`src/rtl/core/bpse_pkg.sv`:
```
`timescale 1ns / 1ps
// ----------------------------------------------------------------------------
// BMP pixel stream extractor package
// Shared types, codes and header layout constants for the extractor.
// ----------------------------------------------------------------------------
package bpse_pkg;

  localparam int unsigned MAX_DIMENSION_DEFAULT = 8192;
  localparam int unsigned RESULT_FIFO_DEPTH     = 4;

  localparam logic [15:0] BMP_SIGNATURE   = 16'd16973;
  localparam logic [15:0] DEPTH_24        = 16'd24;
  localparam logic [15:0] DEPTH_32        = 16'd32;

  localparam logic [5:0]  POS_SIGNATURE_HI = 6'd1;
  localparam logic [5:0]  POS_OFFSET_LO    = 6'd10;
  localparam logic [5:0]  POS_WIDTH_LO     = 6'd18;
  localparam logic [5:0]  POS_HEIGHT_LO    = 6'd22;
  localparam logic [5:0]  POS_DEPTH_LO     = 6'd28;
  localparam logic [5:0]  POS_COMP_LO      = 6'd30;
  localparam logic [5:0]  POS_PALETTE_LO   = 6'd46;
  localparam logic [5:0]  HEADER_LAST      = 6'd53;

  typedef enum logic [1:0] {
    PH_HEADER,
    PH_SKIP,
    PH_PIXELS,
    PH_DONE
  } phase_t;

  typedef enum logic [1:0] {
    ST_PIXEL,
    ST_BAD_SIGNATURE,
    ST_BAD_FORMAT,
    ST_BAD_GEOMETRY
  } status_t;

  typedef struct packed {
    logic [7:0] data_byte;
    logic       start_of_file;
  } byte_item_t;

  typedef struct packed {
    logic [7:0]  red;
    logic [7:0]  green;
    logic [7:0]  blue;
    logic [12:0] pixel_column;
    logic [12:0] pixel_row;
    logic        last_pixel;
    status_t     status;
    logic [13:0] image_width;
    logic [13:0] image_height;
    logic [2:0]  bytes_per_pixel;
  } result_item_t;

endpackage

```
`src/rtl/core/bpse_front.sv`:
```
`timescale 1ns / 1ps
// ----------------------------------------------------------------------------
// BMP extractor front end
// Tracks the byte position, captures the header, classifies each byte as
// header, skip, padding or pixel data and builds one result item per pixel
// or per header that fails its checks.
// ----------------------------------------------------------------------------
module bpse_front
  import bpse_pkg::*;
#(
  parameter int unsigned MAX_DIMENSION = MAX_DIMENSION_DEFAULT
) (
  input  logic         clk,
  input  logic         rst,
  input  logic         take,
  input  byte_item_t   byte_item,
  output logic         push,
  output result_item_t result
);

  localparam int unsigned CNT_W = $clog2(MAX_DIMENSION + 1);

  logic [31:0]      byte_position;
  logic [15:0]      signature_word;
  logic [31:0]      captured_width;
  logic [31:0]      captured_height;
  logic [15:0]      bit_depth;
  logic             format_bad;
  logic [31:0]      pixel_start;
  logic [CNT_W-1:0] column_count;
  logic [CNT_W-1:0] row_count;
  logic [1:0]       byte_in_pixel;
  logic [23:0]      pixel_hold;
  logic [1:0]       padding_left;
  phase_t           phase;

  logic [31:0]      pos_cur, pos_next;
  logic [15:0]      sig_cur, sig_next;
  logic [31:0]      width_cur, width_next;
  logic [31:0]      height_cur, height_next;
  logic [15:0]      depth_cur, depth_next;
  logic             fmt_cur, fmt_next;
  logic [31:0]      start_cur, start_next;
  logic [CNT_W-1:0] col_cur, col_next, col_inc;
  logic [CNT_W-1:0] row_cur, row_next, row_inc;
  logic [1:0]       bip_cur, bip_next;
  logic [23:0]      hold_cur, hold_next;
  logic [1:0]       pad_cur, pad_next;
  phase_t           phase_cur, phase_next;

  logic [7:0]       b;
  logic [5:0]       pos6;
  logic [1:0]       lane;
  logic             hdr_check;
  status_t          hdr_status;
  logic             start_pixels;
  logic             skip_done;
  logic             in_pad;
  logic             bpp3;
  logic             pix_end;
  logic             row_end;
  logic             last;
  logic             pixel_fire;
  logic [13:0]      width_sat;
  logic [13:0]      height_sat;
  logic [2:0]       bpp_out;

  always_comb begin
    b          = byte_item.data_byte;
    if (byte_item.start_of_file) begin
      pos_cur    = '0;
      sig_cur    = '0;
      width_cur  = '0;
      height_cur = '0;
      depth_cur  = '0;
      fmt_cur    = 1'b0;
      start_cur  = '0;
      col_cur    = '0;
      row_cur    = '0;
      bip_cur    = '0;
      hold_cur   = '0;
      pad_cur    = '0;
      phase_cur  = PH_HEADER;
    end else begin
      pos_cur    = byte_position;
      sig_cur    = signature_word;
      width_cur  = captured_width;
      height_cur = captured_height;
      depth_cur  = bit_depth;
      fmt_cur    = format_bad;
      start_cur  = pixel_start;
      col_cur    = column_count;
      row_cur    = row_count;
      bip_cur    = byte_in_pixel;
      hold_cur   = pixel_hold;
      pad_cur    = padding_left;
      phase_cur  = phase;
    end
  end

  always_comb begin
    pos6      = pos_cur[5:0];
    hdr_check = (phase_cur == PH_HEADER) && (pos6 == HEADER_LAST);
    if (sig_cur != BMP_SIGNATURE) begin
      hdr_status = ST_BAD_SIGNATURE;
    end else if (fmt_cur) begin
      hdr_status = ST_BAD_FORMAT;
    end else if ((depth_cur != DEPTH_24) && (depth_cur != DEPTH_32)) begin
      hdr_status = ST_BAD_GEOMETRY;
    end else if ((width_cur == '0) || (width_cur > 32'(MAX_DIMENSION)) ||
                 (height_cur == '0) || (height_cur > 32'(MAX_DIMENSION))) begin
      hdr_status = ST_BAD_GEOMETRY;
    end else begin
      hdr_status = ST_PIXEL;
    end
    start_pixels = start_cur <= (32'(HEADER_LAST) + 32'd1);
    skip_done    = ({1'b0, pos_cur} + 33'd1) >= {1'b0, start_cur};
    in_pad       = pad_cur != 2'd0;
    bpp3         = depth_cur == DEPTH_24;
    pix_end      = bpp3 ? (bip_cur == 2'd2) : (bip_cur == 2'd3);
    col_inc      = col_cur + 1'b1;
    row_inc      = row_cur + 1'b1;
    row_end      = col_inc == width_cur[CNT_W-1:0];
    last         = row_end && (row_inc == height_cur[CNT_W-1:0]);
    pixel_fire   = (phase_cur == PH_PIXELS) && !in_pad && pix_end;
    width_sat    = (|width_cur[31:14]) ? 14'h3FFF : width_cur[13:0];
    height_sat   = (|height_cur[31:14]) ? 14'h3FFF : height_cur[13:0];
    bpp_out      = (|depth_cur[15:6]) ? 3'd7 : depth_cur[5:3];
  end

  always_comb begin
    phase_next = phase_cur;
    unique case (phase_cur)
      PH_HEADER: begin
        if (hdr_check) begin
          if (hdr_status != ST_PIXEL) begin
            phase_next = PH_DONE;
          end else if (start_pixels) begin
            phase_next = PH_PIXELS;
          end else begin
            phase_next = PH_SKIP;
          end
        end
      end
      PH_SKIP: begin
        if (skip_done) begin
          phase_next = PH_PIXELS;
        end
      end
      PH_PIXELS: begin
        if (pixel_fire && last) begin
          phase_next = PH_DONE;
        end
      end
      PH_DONE: begin
        phase_next = PH_DONE;
      end
      default: begin
        phase_next = PH_HEADER;
      end
    endcase
  end

  always_comb begin
    pos_next    = (pos_cur == '1) ? pos_cur : pos_cur + 32'd1;
    sig_next    = sig_cur;
    width_next  = width_cur;
    height_next = height_cur;
    depth_next  = depth_cur;
    fmt_next    = fmt_cur;
    start_next  = start_cur;
    col_next    = col_cur;
    row_next    = row_cur;
    bip_next    = bip_cur;
    hold_next   = hold_cur;
    pad_next    = pad_cur;
    lane        = 2'd0;
    push        = 1'b0;
    result      = '0;
    result.image_width     = width_sat;
    result.image_height    = height_sat;
    result.bytes_per_pixel = bpp_out;
    result.status          = ST_PIXEL;

    if (phase_cur == PH_HEADER) begin
      if (pos6 <= POS_SIGNATURE_HI) begin
        sig_next = {sig_cur[7:0], b};
      end else if ((pos6 >= POS_OFFSET_LO) && (pos6 <= POS_OFFSET_LO + 6'd3)) begin
        lane = 2'(pos6 - POS_OFFSET_LO);
        start_next[{lane, 3'b000} +: 8] = b;
      end else if ((pos6 >= POS_WIDTH_LO) && (pos6 <= POS_WIDTH_LO + 6'd3)) begin
        lane = 2'(pos6 - POS_WIDTH_LO);
        width_next[{lane, 3'b000} +: 8] = b;
      end else if ((pos6 >= POS_HEIGHT_LO) && (pos6 <= POS_HEIGHT_LO + 6'd3)) begin
        lane = 2'(pos6 - POS_HEIGHT_LO);
        height_next[{lane, 3'b000} +: 8] = b;
      end else if ((pos6 >= POS_DEPTH_LO) && (pos6 <= POS_DEPTH_LO + 6'd1)) begin
        lane = 2'(pos6 - POS_DEPTH_LO);
        depth_next[{lane[0], 3'b000} +: 8] = b;
      end else if (((pos6 >= POS_COMP_LO) && (pos6 <= POS_COMP_LO + 6'd3)) ||
                   ((pos6 >= POS_PALETTE_LO) && (pos6 <= POS_PALETTE_LO + 6'd3))) begin
        fmt_next = fmt_cur | (b != 8'd0);
      end
      if (hdr_check && (hdr_status != ST_PIXEL)) begin
        push          = take;
        result.status = hdr_status;
      end
    end else if (phase_cur == PH_PIXELS) begin
      if (in_pad) begin
        pad_next = pad_cur - 2'd1;
      end else begin
        if (bip_cur != 2'd3) begin
          hold_next[{bip_cur, 3'b000} +: 8] = b;
        end
        if (!pix_end) begin
          bip_next = bip_cur + 2'd1;
        end else begin
          bip_next            = 2'd0;
          push                = take;
          result.red          = hold_next[23:16];
          result.green        = hold_next[15:8];
          result.blue         = hold_next[7:0];
          result.pixel_column = 13'(col_cur);
          result.pixel_row    = 13'(row_cur);
          result.last_pixel   = last;
          if (row_end) begin
            col_next = '0;
            row_next = row_inc;
            pad_next = bpp3 ? width_cur[1:0] : 2'd0;
          end else begin
            col_next = col_inc;
          end
        end
      end
    end
  end

  always_ff @(posedge clk) begin
    if (rst) begin
      byte_position   <= '0;
      signature_word  <= '0;
      captured_width  <= '0;
      captured_height <= '0;
      bit_depth       <= '0;
      format_bad      <= 1'b0;
      pixel_start     <= '0;
      column_count    <= '0;
      row_count       <= '0;
      byte_in_pixel   <= '0;
      pixel_hold      <= '0;
      padding_left    <= '0;
      phase           <= PH_HEADER;
    end else if (take) begin
      byte_position   <= pos_next;
      signature_word  <= sig_next;
      captured_width  <= width_next;
      captured_height <= height_next;
      bit_depth       <= depth_next;
      format_bad      <= fmt_next;
      pixel_start     <= start_next;
      column_count    <= col_next;
      row_count       <= row_next;
      byte_in_pixel   <= bip_next;
      pixel_hold      <= hold_next;
      padding_left    <= pad_next;
      phase           <= phase_next;
    end
  end

  a_error_ends_parse: assert property (@(posedge clk) disable iff (rst)
    (push && (result.status != ST_PIXEL)) |=> (phase == PH_DONE))
    else $error("An error item did not leave the parse in the done phase.");

  a_last_ends_parse: assert property (@(posedge clk) disable iff (rst)
    (push && result.last_pixel) |=> (phase == PH_DONE))
    else $error("The last pixel item did not end the image.");

  a_push_needs_take: assert property (@(posedge clk) disable iff (rst)
    push |-> take)
    else $error("An item was built without an accepted byte.");

endmodule

```
`src/rtl/core/bpse_fifo.sv`:
```
`timescale 1ns / 1ps
// ----------------------------------------------------------------------------
// BMP extractor result queue
// Small first-in first-out queue that holds finished items until the
// consumer takes them, so that byte intake and result delivery stall apart.
// ----------------------------------------------------------------------------
module bpse_fifo
  import bpse_pkg::*;
(
  input  logic         clk,
  input  logic         rst,
  input  logic         push,
  input  result_item_t wr_item,
  input  logic         pop,
  output logic         full,
  output logic         empty,
  output result_item_t rd_item
);

  localparam int unsigned PTR_W = $clog2(RESULT_FIFO_DEPTH);
  localparam int unsigned CNT_W = $clog2(RESULT_FIFO_DEPTH + 1);

  result_item_t     slots [RESULT_FIFO_DEPTH];
  logic [PTR_W-1:0] head;
  logic [PTR_W-1:0] tail;
  logic [CNT_W-1:0] count;
  logic             do_push;
  logic             do_pop;

  assign full    = count == CNT_W'(RESULT_FIFO_DEPTH);
  assign empty   = count == '0;
  assign do_push = push && !full;
  assign do_pop  = pop && !empty;
  assign rd_item = slots[head];

  always_ff @(posedge clk) begin
    if (do_push) begin
      slots[tail] <= wr_item;
    end
  end

  always_ff @(posedge clk) begin
    if (rst) begin
      head  <= '0;
      tail  <= '0;
      count <= '0;
    end else begin
      if (do_push) begin
        tail <= (tail == PTR_W'(RESULT_FIFO_DEPTH - 1)) ? '0 : tail + 1'b1;
      end
      if (do_pop) begin
        head <= (head == PTR_W'(RESULT_FIFO_DEPTH - 1)) ? '0 : head + 1'b1;
      end
      if (do_push && !do_pop) begin
        count <= count + 1'b1;
      end else if (do_pop && !do_push) begin
        count <= count - 1'b1;
      end
    end
  end

  a_count_bound: assert property (@(posedge clk) disable iff (rst)
    count <= CNT_W'(RESULT_FIFO_DEPTH))
    else $error("Queue fill count exceeds its depth.");

  a_no_overflow: assert property (@(posedge clk) disable iff (rst)
    !(push && full))
    else $error("An item was offered to a full queue.");

  a_pop_drains: assert property (@(posedge clk) disable iff (rst)
    (do_pop && !do_push) |=> (count == $past(count) - 1'b1))
    else $error("A pop without a push did not lower the fill count.");

endmodule

```
`src/rtl/core/bmp_pixel_stream_extractor.sv`:
```
`timescale 1ns / 1ps
// ----------------------------------------------------------------------------
// BMP pixel stream extractor
// Parses an uncompressed 24 or 32 bit BMP file one byte at a time and
// delivers one RGB item per pixel, or one error item for a bad header.
//
//   Channel   Handshake            Payload
//   bytes     push / full          byte_item (data_byte, start_of_file)
//   results   empty / pop          result (colour, position, status, header)
//
// One byte is taken every cycle in which push is high and full is low; the
// front end updates its counters and header fields per byte. A result is
// queued as its byte is taken and shows once older results are popped.
// full rises only when all four queue slots hold results not yet popped.
// rst is synchronous and returns the parse to the header phase with an
// empty queue; no clearing pass is needed.
// ----------------------------------------------------------------------------
module bmp_pixel_stream_extractor
  import bpse_pkg::*;
#(
  parameter int unsigned MAX_DIMENSION = MAX_DIMENSION_DEFAULT
) (
  input  logic         clk,
  input  logic         rst,
  input  logic         push,
  output logic         full,
  input  byte_item_t   byte_item,
  output logic         empty,
  input  logic         pop,
  output result_item_t result
);

  logic         take;
  logic         item_push;
  result_item_t item;

  assign take = push && !full;

  bpse_front #(
    .MAX_DIMENSION(MAX_DIMENSION)
  ) u_front (
    .clk      (clk),
    .rst      (rst),
    .take     (take),
    .byte_item(byte_item),
    .push     (item_push),
    .result   (item)
  );

  bpse_fifo u_fifo (
    .clk    (clk),
    .rst    (rst),
    .push   (item_push),
    .wr_item(item),
    .pop    (pop),
    .full   (full),
    .empty  (empty),
    .rd_item(result)
  );

endmodule

```
`config.mk`:
```
export PLATFORM = sky130hd
export DESIGN_NAME = bmp_pixel_stream_extractor
export DESIGN_NICKNAME = d
export VERILOG_FILES = /design/src/rtl/core/bpse_pkg.sv /design/src/rtl/core/bpse_front.sv /design/src/rtl/core/bpse_fifo.sv /design/src/rtl/core/bmp_pixel_stream_extractor.sv
export SDC_FILE = /design/constraint.sdc
export NUM_CORES = 1
export LEC_CHECK = 0
export ABC_AREA = 1
export BUFFER_PORTS_ARGS = -buffer_cell sky130_fd_sc_hd__buf_2
export CORE_MARGIN = 1
export CORE_UTILIZATION = 48
export CTS_CLUSTER_SIZE = 24
export DETAILED_ROUTE_END_ITERATION = 8
export MAX_ROUTING_LAYER = met4
export PLACE_DENSITY_LB_ADDON = 0.12
export SETUP_SLACK_MARGIN = 0.15
export SYNTH_ARGS = -nofsm -noshare
export SYNTH_HDL_FRONTEND = slang
export SYNTH_SLANG_ARGS = --single-unit
```
`constraint.sdc`:
```
create_clock -name clk -period 7.63 [get_ports clk]
set_input_delay 1.1445 -clock clk [delete_from_list [all_inputs] [get_ports clk]]
set_output_delay 1.1445 -clock clk [all_outputs]
set_load 0.02 [all_outputs]
```
; Yosys cells after proc, flatten, opt, wreduce, memory -nomap -nowiden
; Memory sizes are Yosys's and may differ from the RTL's. A register that Yosys moved wholly into a read port is not among the register bits.
; Index checks and enable logic that the tools add are counted.
[totals]
register_bits = 226
latch_bits = 0
ram_bits = 336
romBits = 0
input_bits = 13
output_inout_bits = 86
wordCells = 222
memories = 1
[mem_list]
columns = name, depth, word_bits, rd, rd_ports_with_merged_regs, wr, line
row1 = u_fifo.slots, 4, 84, 1, 1, 1, bpse_fifo.sv:23  ; result_item_t slots [RESULT_FIFO_DEPTH];
[classes]
addsub = 19
multipliers = 0
div = 0
magnitude_cmp = 17
eq_ne = 17
n_shift = 10
muxes = 103
bitwise_logic = 1
n_reduce_logical = 38
[ops]
columns = operator, count
row1 = 32-bit 2-to-1 mux, 17
row2 = 51-bit 2-to-1 mux, 4
row3 = 14-bit 2-to-1 mux, 14
row4 = 16-bit 2-to-1 mux, 10
row5 = 24-bit 2-to-1 mux, 5
row6 = 32-bit bitwise mux, 3
row7 = "8-bit by 7-bit variable shift with 32-bit output, first input constant", 3
row8 = 8-bit by 7-bit variable part select with 32-bit output, 3
row9 = "32-bit by 14-bit > comparator with 1-bit output, second input constant", 2
row10 = 32-bit zero test, 2
row11 = 2-bit 2-to-1 mux, 28
row12 = 18-bit OR reduction, 2
row13 = "32-bit by 1-bit adder with 33-bit output, second input constant", 1
row14 = 33-bit by 32-bit >= comparator with 1-bit output, 1
row15 = "32-bit by 1-bit adder with 32-bit output, second input constant", 1
row16 = "32-bit equality test, second input constant", 1
row17 = "32-bit by 6-bit <= comparator with 1-bit output, second input constant", 1
row18 = "14-bit by 1-bit adder with 14-bit output, second input constant", 2
row19 = 14-bit equality test, 2
row20 = 5-bit negation with 7-bit output, 4
row21 = 24-bit bitwise mux, 1
row22 = "6-bit by 5-bit >= comparator with 1-bit output, second input constant", 4
row23 = "8-bit by 7-bit variable shift with 24-bit output, first input constant", 1
row24 = 8-bit by 7-bit variable part select with 24-bit output, 1
row25 = other kinds (37), 92

; Depth between registers and ports, before layout
[depth]
ltp_word = 18
ltp_mapped = 29
ltp_nobuf = 27

; By module
; A second synthesis with hierarchy kept.
[hier_totals]
cells_unflattened = 3525
hier_area_um2 = 29707.2
[modules_own_cells]
columns = module, n_inst, cells_per_inst, area_each_um2, seq_area_each_um2
row1 = bpse_front, 1, 2640, 16118.0, 4384.2
row2 = bpse_fifo, 1, 883, 13579.3, 10269.8
row3 = bmp_pixel_stream_extractor, 1, 2, 10.0, 0.0

; Worst setup path after synthesis
; Ideal clock, no wire load.
[synth_timing]
path_kind = input to register
from = input port byte_item[0] (netlist bit)
to = memory u_fifo.slots[0][0] (netlist bit) (enable)
setup_time_ns = 0.527
t_arrival_ns = 6.330
required_time_ns = 7.103
setup_slack_ns = 0.773
cell_stages = 11
n_path_buf = 3
cell_sequence = buf_6 buf_6 buf_6 nor2_4 ha_1 nand3_1 nor3_2 a21oi_1 nand3_2 nand3_4 nor2_1
[synth_between]
elab_chain_len = 16
elab_cells_between_ends = 43
cone_classes = order compare: 2 / eq/ne: 8 / mux: 21 / reduce/logical: 12
[synth_lines]
columns = item, line
row1 = "start, declared", bmp_pixel_stream_extractor.sv:27  ; input byte_item_t byte_item,
row2 = 32-bit 2-to-1 mux, bpse_front.sv:70  ; if (byte_item.start_of_file) begin
row3 = 32-bit by 14-bit > comparator with 1-bit output / 32-bit zero test (equally long branches), bpse_front.sv:110  ; end else if ((width_cur == '0) || (width_cur > 32'(MAX_DIMENSION)) ||
row4 = 1-bit logical OR (2 in a row), bpse_front.sv:110
row5 = 1-bit logical OR, bpse_front.sv:111  ; (height_cur == '0) || (height_cur > 32'(MAX_DIMENSION))) begin
row6 = 2-bit 2-to-1 mux, bpse_front.sv:110
row7 = 2-bit 2-to-1 mux, bpse_front.sv:108  ; end else if ((depth_cur != DEPTH_24) && (depth_cur != DEPTH_32)) begin
row8 = 2-bit 2-to-1 mux, bpse_front.sv:106  ; end else if (fmt_cur) begin
row9 = 2-bit 2-to-1 mux, bpse_front.sv:104  ; if (sig_cur != BMP_SIGNATURE) begin
row10 = 2-bit nonzero test, bpse_front.sv:204  ; if (hdr_check && (hdr_status != ST_PIXEL)) begin
row11 = 1-bit logical AND, bpse_front.sv:204
row12 = 1-bit 2-to-1 mux, bpse_front.sv:204
row13 = 1-bit 2-to-1 mux *, bpse_front.sv:185  ; if (phase_cur == PH_HEADER) begin
row14 = 1-bit logical AND *, bpse_fifo.sv:32  ; assign do_push = push && !full;
row15 = 1-bit 2-to-1 mux *, bpse_fifo.sv:37  ; if (do_push) begin
row16 = 1-bit 2-to-1 mux (implied by the code) *, bpse_fifo.sv:38  ; slots[tail] <= wr_item;
row17 = "end, declared", bpse_fifo.sv:23
; Mark *: on every way between the ends. The rest lies on a longest branch, timed or not.

; Worst setup path in the final report
[layout_timing]
from = input port byte_item[0] (netlist bit)
to = memory u_fifo.slots[2][50] (netlist bit) (enable)
; The elaborated chain is that of the path after synthesis.

==> impl_metrics.py <==
metrics = {
    "status": {
        "status": "finished clean",
    },
    "synthesis": {
        "synthArstFlopShare": 0,
        "netlist_top_cells_area": "edfxtp_1 35%, dfxtp_1 16%, nand2_1 7.2%",
        "ys.flop_type": "edfxtp_1",
        "seq_area_frac_synth": 0.510,
        "synth_compound_area_frac": 0.178,
        "ys.warnings.count": 0,
        "synthAdderAreaFrac": 0.0234,
        "syn_nets": 3490,
        "ys_ff_latch": 564,
        "synth_top_family_by_area": "simple AND/OR/NAND/NOR gates",
        "synthMuxAreaShare": 0,
        "avgSynthCellArea_sq_um": 8.39,
        "synth_edf_count": 336,
        "synth.cell_area_sq_um": 28700,
        "yosysTopAreaCell": "edfxtp_1",
        "synth_top_area_frac": 0.351,
        "yosysUniqueCellTypes": 58,
        "synth_simple_gate_area_share": 0.200,
        "synthXorXnorAreaFrac": 0.0115,
        "syn-instance-count": 3424,
    },
    "final_layout": {
        "stdcell_area_sq_um": 31600,
        "fin_cells": 4248,
        "area_growth_syn_to_layout_pct": 9.98,
        "final_nets": 3489,
        "most-common-layout-cells": "548 x nand2_1, 462 x nor2_1, 369 x o21ai_0, 336 x edfxtp_1, 322 x inv_1",
        "final_common_cell": "nand2_1",
        "drive_gt1_frac": 0.103,
        "fin_util": 0.535,
    },
    "worst_setup_path": {
        "r2r-start": "u_front.phase[1]",
        "path_class": "input port to flip-flop",
        "worst_ep_required_time_ns": 7.95,
        "critPathArrivalTime_ns": 5.77,
        "r2r_slack_ns": 3.10,
        "endpoint": "u_fifo.slots[2][50]",
        "cp-start-kind": "input port",
        "end_kind": "flip-flop",
        "r2r_cells": 11,
        "r2r-end": "u_fifo.slots[2][50]",
        "crit_path_start": "byte_item[0]",
        "crit_fanout": 78,
    },
    "power_and_ir_drop": {
        "combPwrFrac": 0.304,
        "power.total_mw": 9.26,
        "ir_worst_vdd_v": 0.000227,
        "power.switching_mw": 3.42,
        "clockPowerShare": 0.305,
        "seqPwrFrac": 0.391,
        "power_density_nw_per_um2": 293,
        "leakage_nw": 11.7,
        "p_int_mw": 5.84,
        "swShare": 0.369,
    },
    "min_path": {
        "min_from": "u_front.captured_height[29]",
        "min_path_type": "flip-flop to flip-flop",
    },
    "die": {
        "die_h_microns": 247,
        "core.rowCount": 89,
        "core_sq_um": 59000,
        "ios": 99,
        "die_area_sq_um": 60800,
        "start_util": 0.487,
        "die_w_microns": 247,
    },
    "detailed_routing": {
        "drtIter0Drc": 2095,
        "vias": 24455,
        "routedWlPerCell_microns": 19.7,
        "drc": 0,
        "first_pass_iters": 6,
        "via_per_inst": 5.76,
        "ant_nets": 0,
        "wirelength_microns": 83700,
    },
    "job": {
        "maxCapViolations": 0,
    },
    "global_routing": {
        "track_usage": 0.281,
        "globalRoute.totalOverflow": 0,
        "gr-usage-met3": 0.0331,
        "grt_max_degree": 100,
        "use_met2": 0.458,
        "top_usage_layer": "met2",
        "grt_pass1_vias": 22871,
        "grtUsageMet1": 0.373,
        "antenna_found_initial": 0,
        "grt_pass1_wl_microns": 130000,
    },
    "timing": {
        "tightestPinTransition_ns": 1.16,
        "final_max_slew_viol_count": 0,
        "setup_viol": 0,
        "fin_crit_ns": 5.45,
        "finalHoldViolCount": 0,
        "slew_headroom": 0.227,
        "timing.hold.ws_ns": 0.465,
        "finalSetupTns_ns": 0,
        "clock.fmax_ghz": 0.184,
        "period_share": 0.714,
        "clock_skew_ns": 0.0199,
        "rsz0062_at_grt": "no",
        "setup_slack_ns": 2.18,
    },
    "clock_network": {
        "cts_tree": "yes",
        "cts_repair_resize_count": 0,
        "cts_sinks": 564,
        "cts.clk_slew.worst_paths_ns": 0.06,
        "cts_root_buf": "clkbuf_16",
        "post_cts_buffers": 0,
        "clk_latency_ns": 0.64,
        "cts_max_level": 2,
        "cts_buffers": 60,
        "hold_buffers": 0,
        "cts_max_path_buffers": 3,
    },
    "place": {
        "place_ws_ns": 1.49,
        "dpl.hpwl_microns": 56600,
        "postPlaceCellArea_sq_um": 29700,
        "dp_cells": 4134,
        "port_buffers": 98,
        "routabilityCongestion": 0.943,
    },
}
[how the worst min path moves through the flow]
stage	endpoint	slack, ns	cells past startpoint
2_1_floorplan	u_front.pixel_hold[6]	0.44	2
3_3_place_gp	u_front.captured_height[8]	0.45	2
3_5_place_dp	u_front.bit_depth[1]	0.46	2
4_1_cts	u_front.bit_depth[1]	0.46	2
5_1_grt	u_front.column_count[10]	0.49	2
6_report	u_front.captured_height[29]	0.47	2
[power by group through the flow]
stage / sequential, mW / combinational [mW] / clock (mW)
floorplan: 3.62 / 1.92 / 0
global placement: 3.68 / 2.78 / 0
detailed placement: 3.68 / 2.81 / 0
CTS: 3.62 / 2.83 / 2.87
global route: 3.65 / 3.08 / 2.99
finish: 3.62 / 2.81 / 2.83
[worst max-delay path, stage by stage]
cell and delay (ns):
buf_4 0.22, inv_6 0.48, nand2_2 0.17, nor2_2 0.24, inv_1 0.18, nor2_4 0.38, inv_2 0.44, nor2_4 0.36
inv_2 0.33, nand2_1 0.22, nand3_4 0.20, nor2_4 0.89, buf_4 0.40
[cell type report]
| cell class | instances | area, sq um |
|---|---|---|
| Multi-Input combinational cell | 2314 | 11900 |
| Inverter | 356 | 1350 |
| Clock buffer | 80 | 1620 |
| Fill cell | 5475 | 27400 |
| Sequential cell | 564 | 14700 |
| Antenna cell | 1 | 2.50 |
| Tap cell | 773 | 967 |
| Clock inverter | 33 | 293 |
| Timing Repair Buffer | 127 | 763 |
[per-layer routing]
metal,vias up,share of wire,wire [microns]
met5,-,0,0
met4,0,0.022,1830
met3,137,0.057,4780
met2,766,0.48,39900
met1,11810,0.44,37200
li1,11742,-,-
[state kept, by name (all words and copies together), names as in the netlist, named ones only]
signal and count:
u_front.phase 2, u_front.signature_word 16, u_front.byte_position 32, u_fifo.head 2, u_front.byte_in_pixel 2, u_front.bit_depth 16, u_front.column_count 14, u_fifo.count 3
u_fifo.tail 2, u_front.row_count 14, u_front.captured_width 32, u_front.pixel_start 32, u_front.captured_height 32, u_front.pixel_hold 24, u_fifo.slots 336, u_front.padding_left 2
u_front.format_bad 1
[cell usage after synthesis, types with 6 or more instances]
cell type,count
nand2_1,548
nor2_1,466
o21ai_0,370
edfxtp_1,336
inv_1,324
a21oi_1,279
dfxtp_1,228
clkbuf_1,135
nand3_1,108
o22ai_1,88
o211ai_1,56
ha_1,52
nand4_1,48
nor3_1,34
buf_2,31
xor2_1,30
a221oi_1,29
o21ai_1,28
inv_2,26
nor2_2,22
nor2_4,20
nand2_2,18
a31oi_1,15
o221ai_1,11
a32oi_1,10
buf_1,9
buf_6,9
nor4_1,8
nand3_2,7
a211oi_1,6
or2_2,6
[cell families (layout without fill, tap and decap cells)]
logic type / count (synthesis) / after routing
simple gates: 1311 / 1311
compound gates: 914 / 914
flops: 564 / 564
buf+inv: 546 / 596
fa+ha+maj: 53 / 53
xor+xnor: 36 / 36
other cells: 0 / 1
No activity file was read; power rests on OpenSTA's default activity.
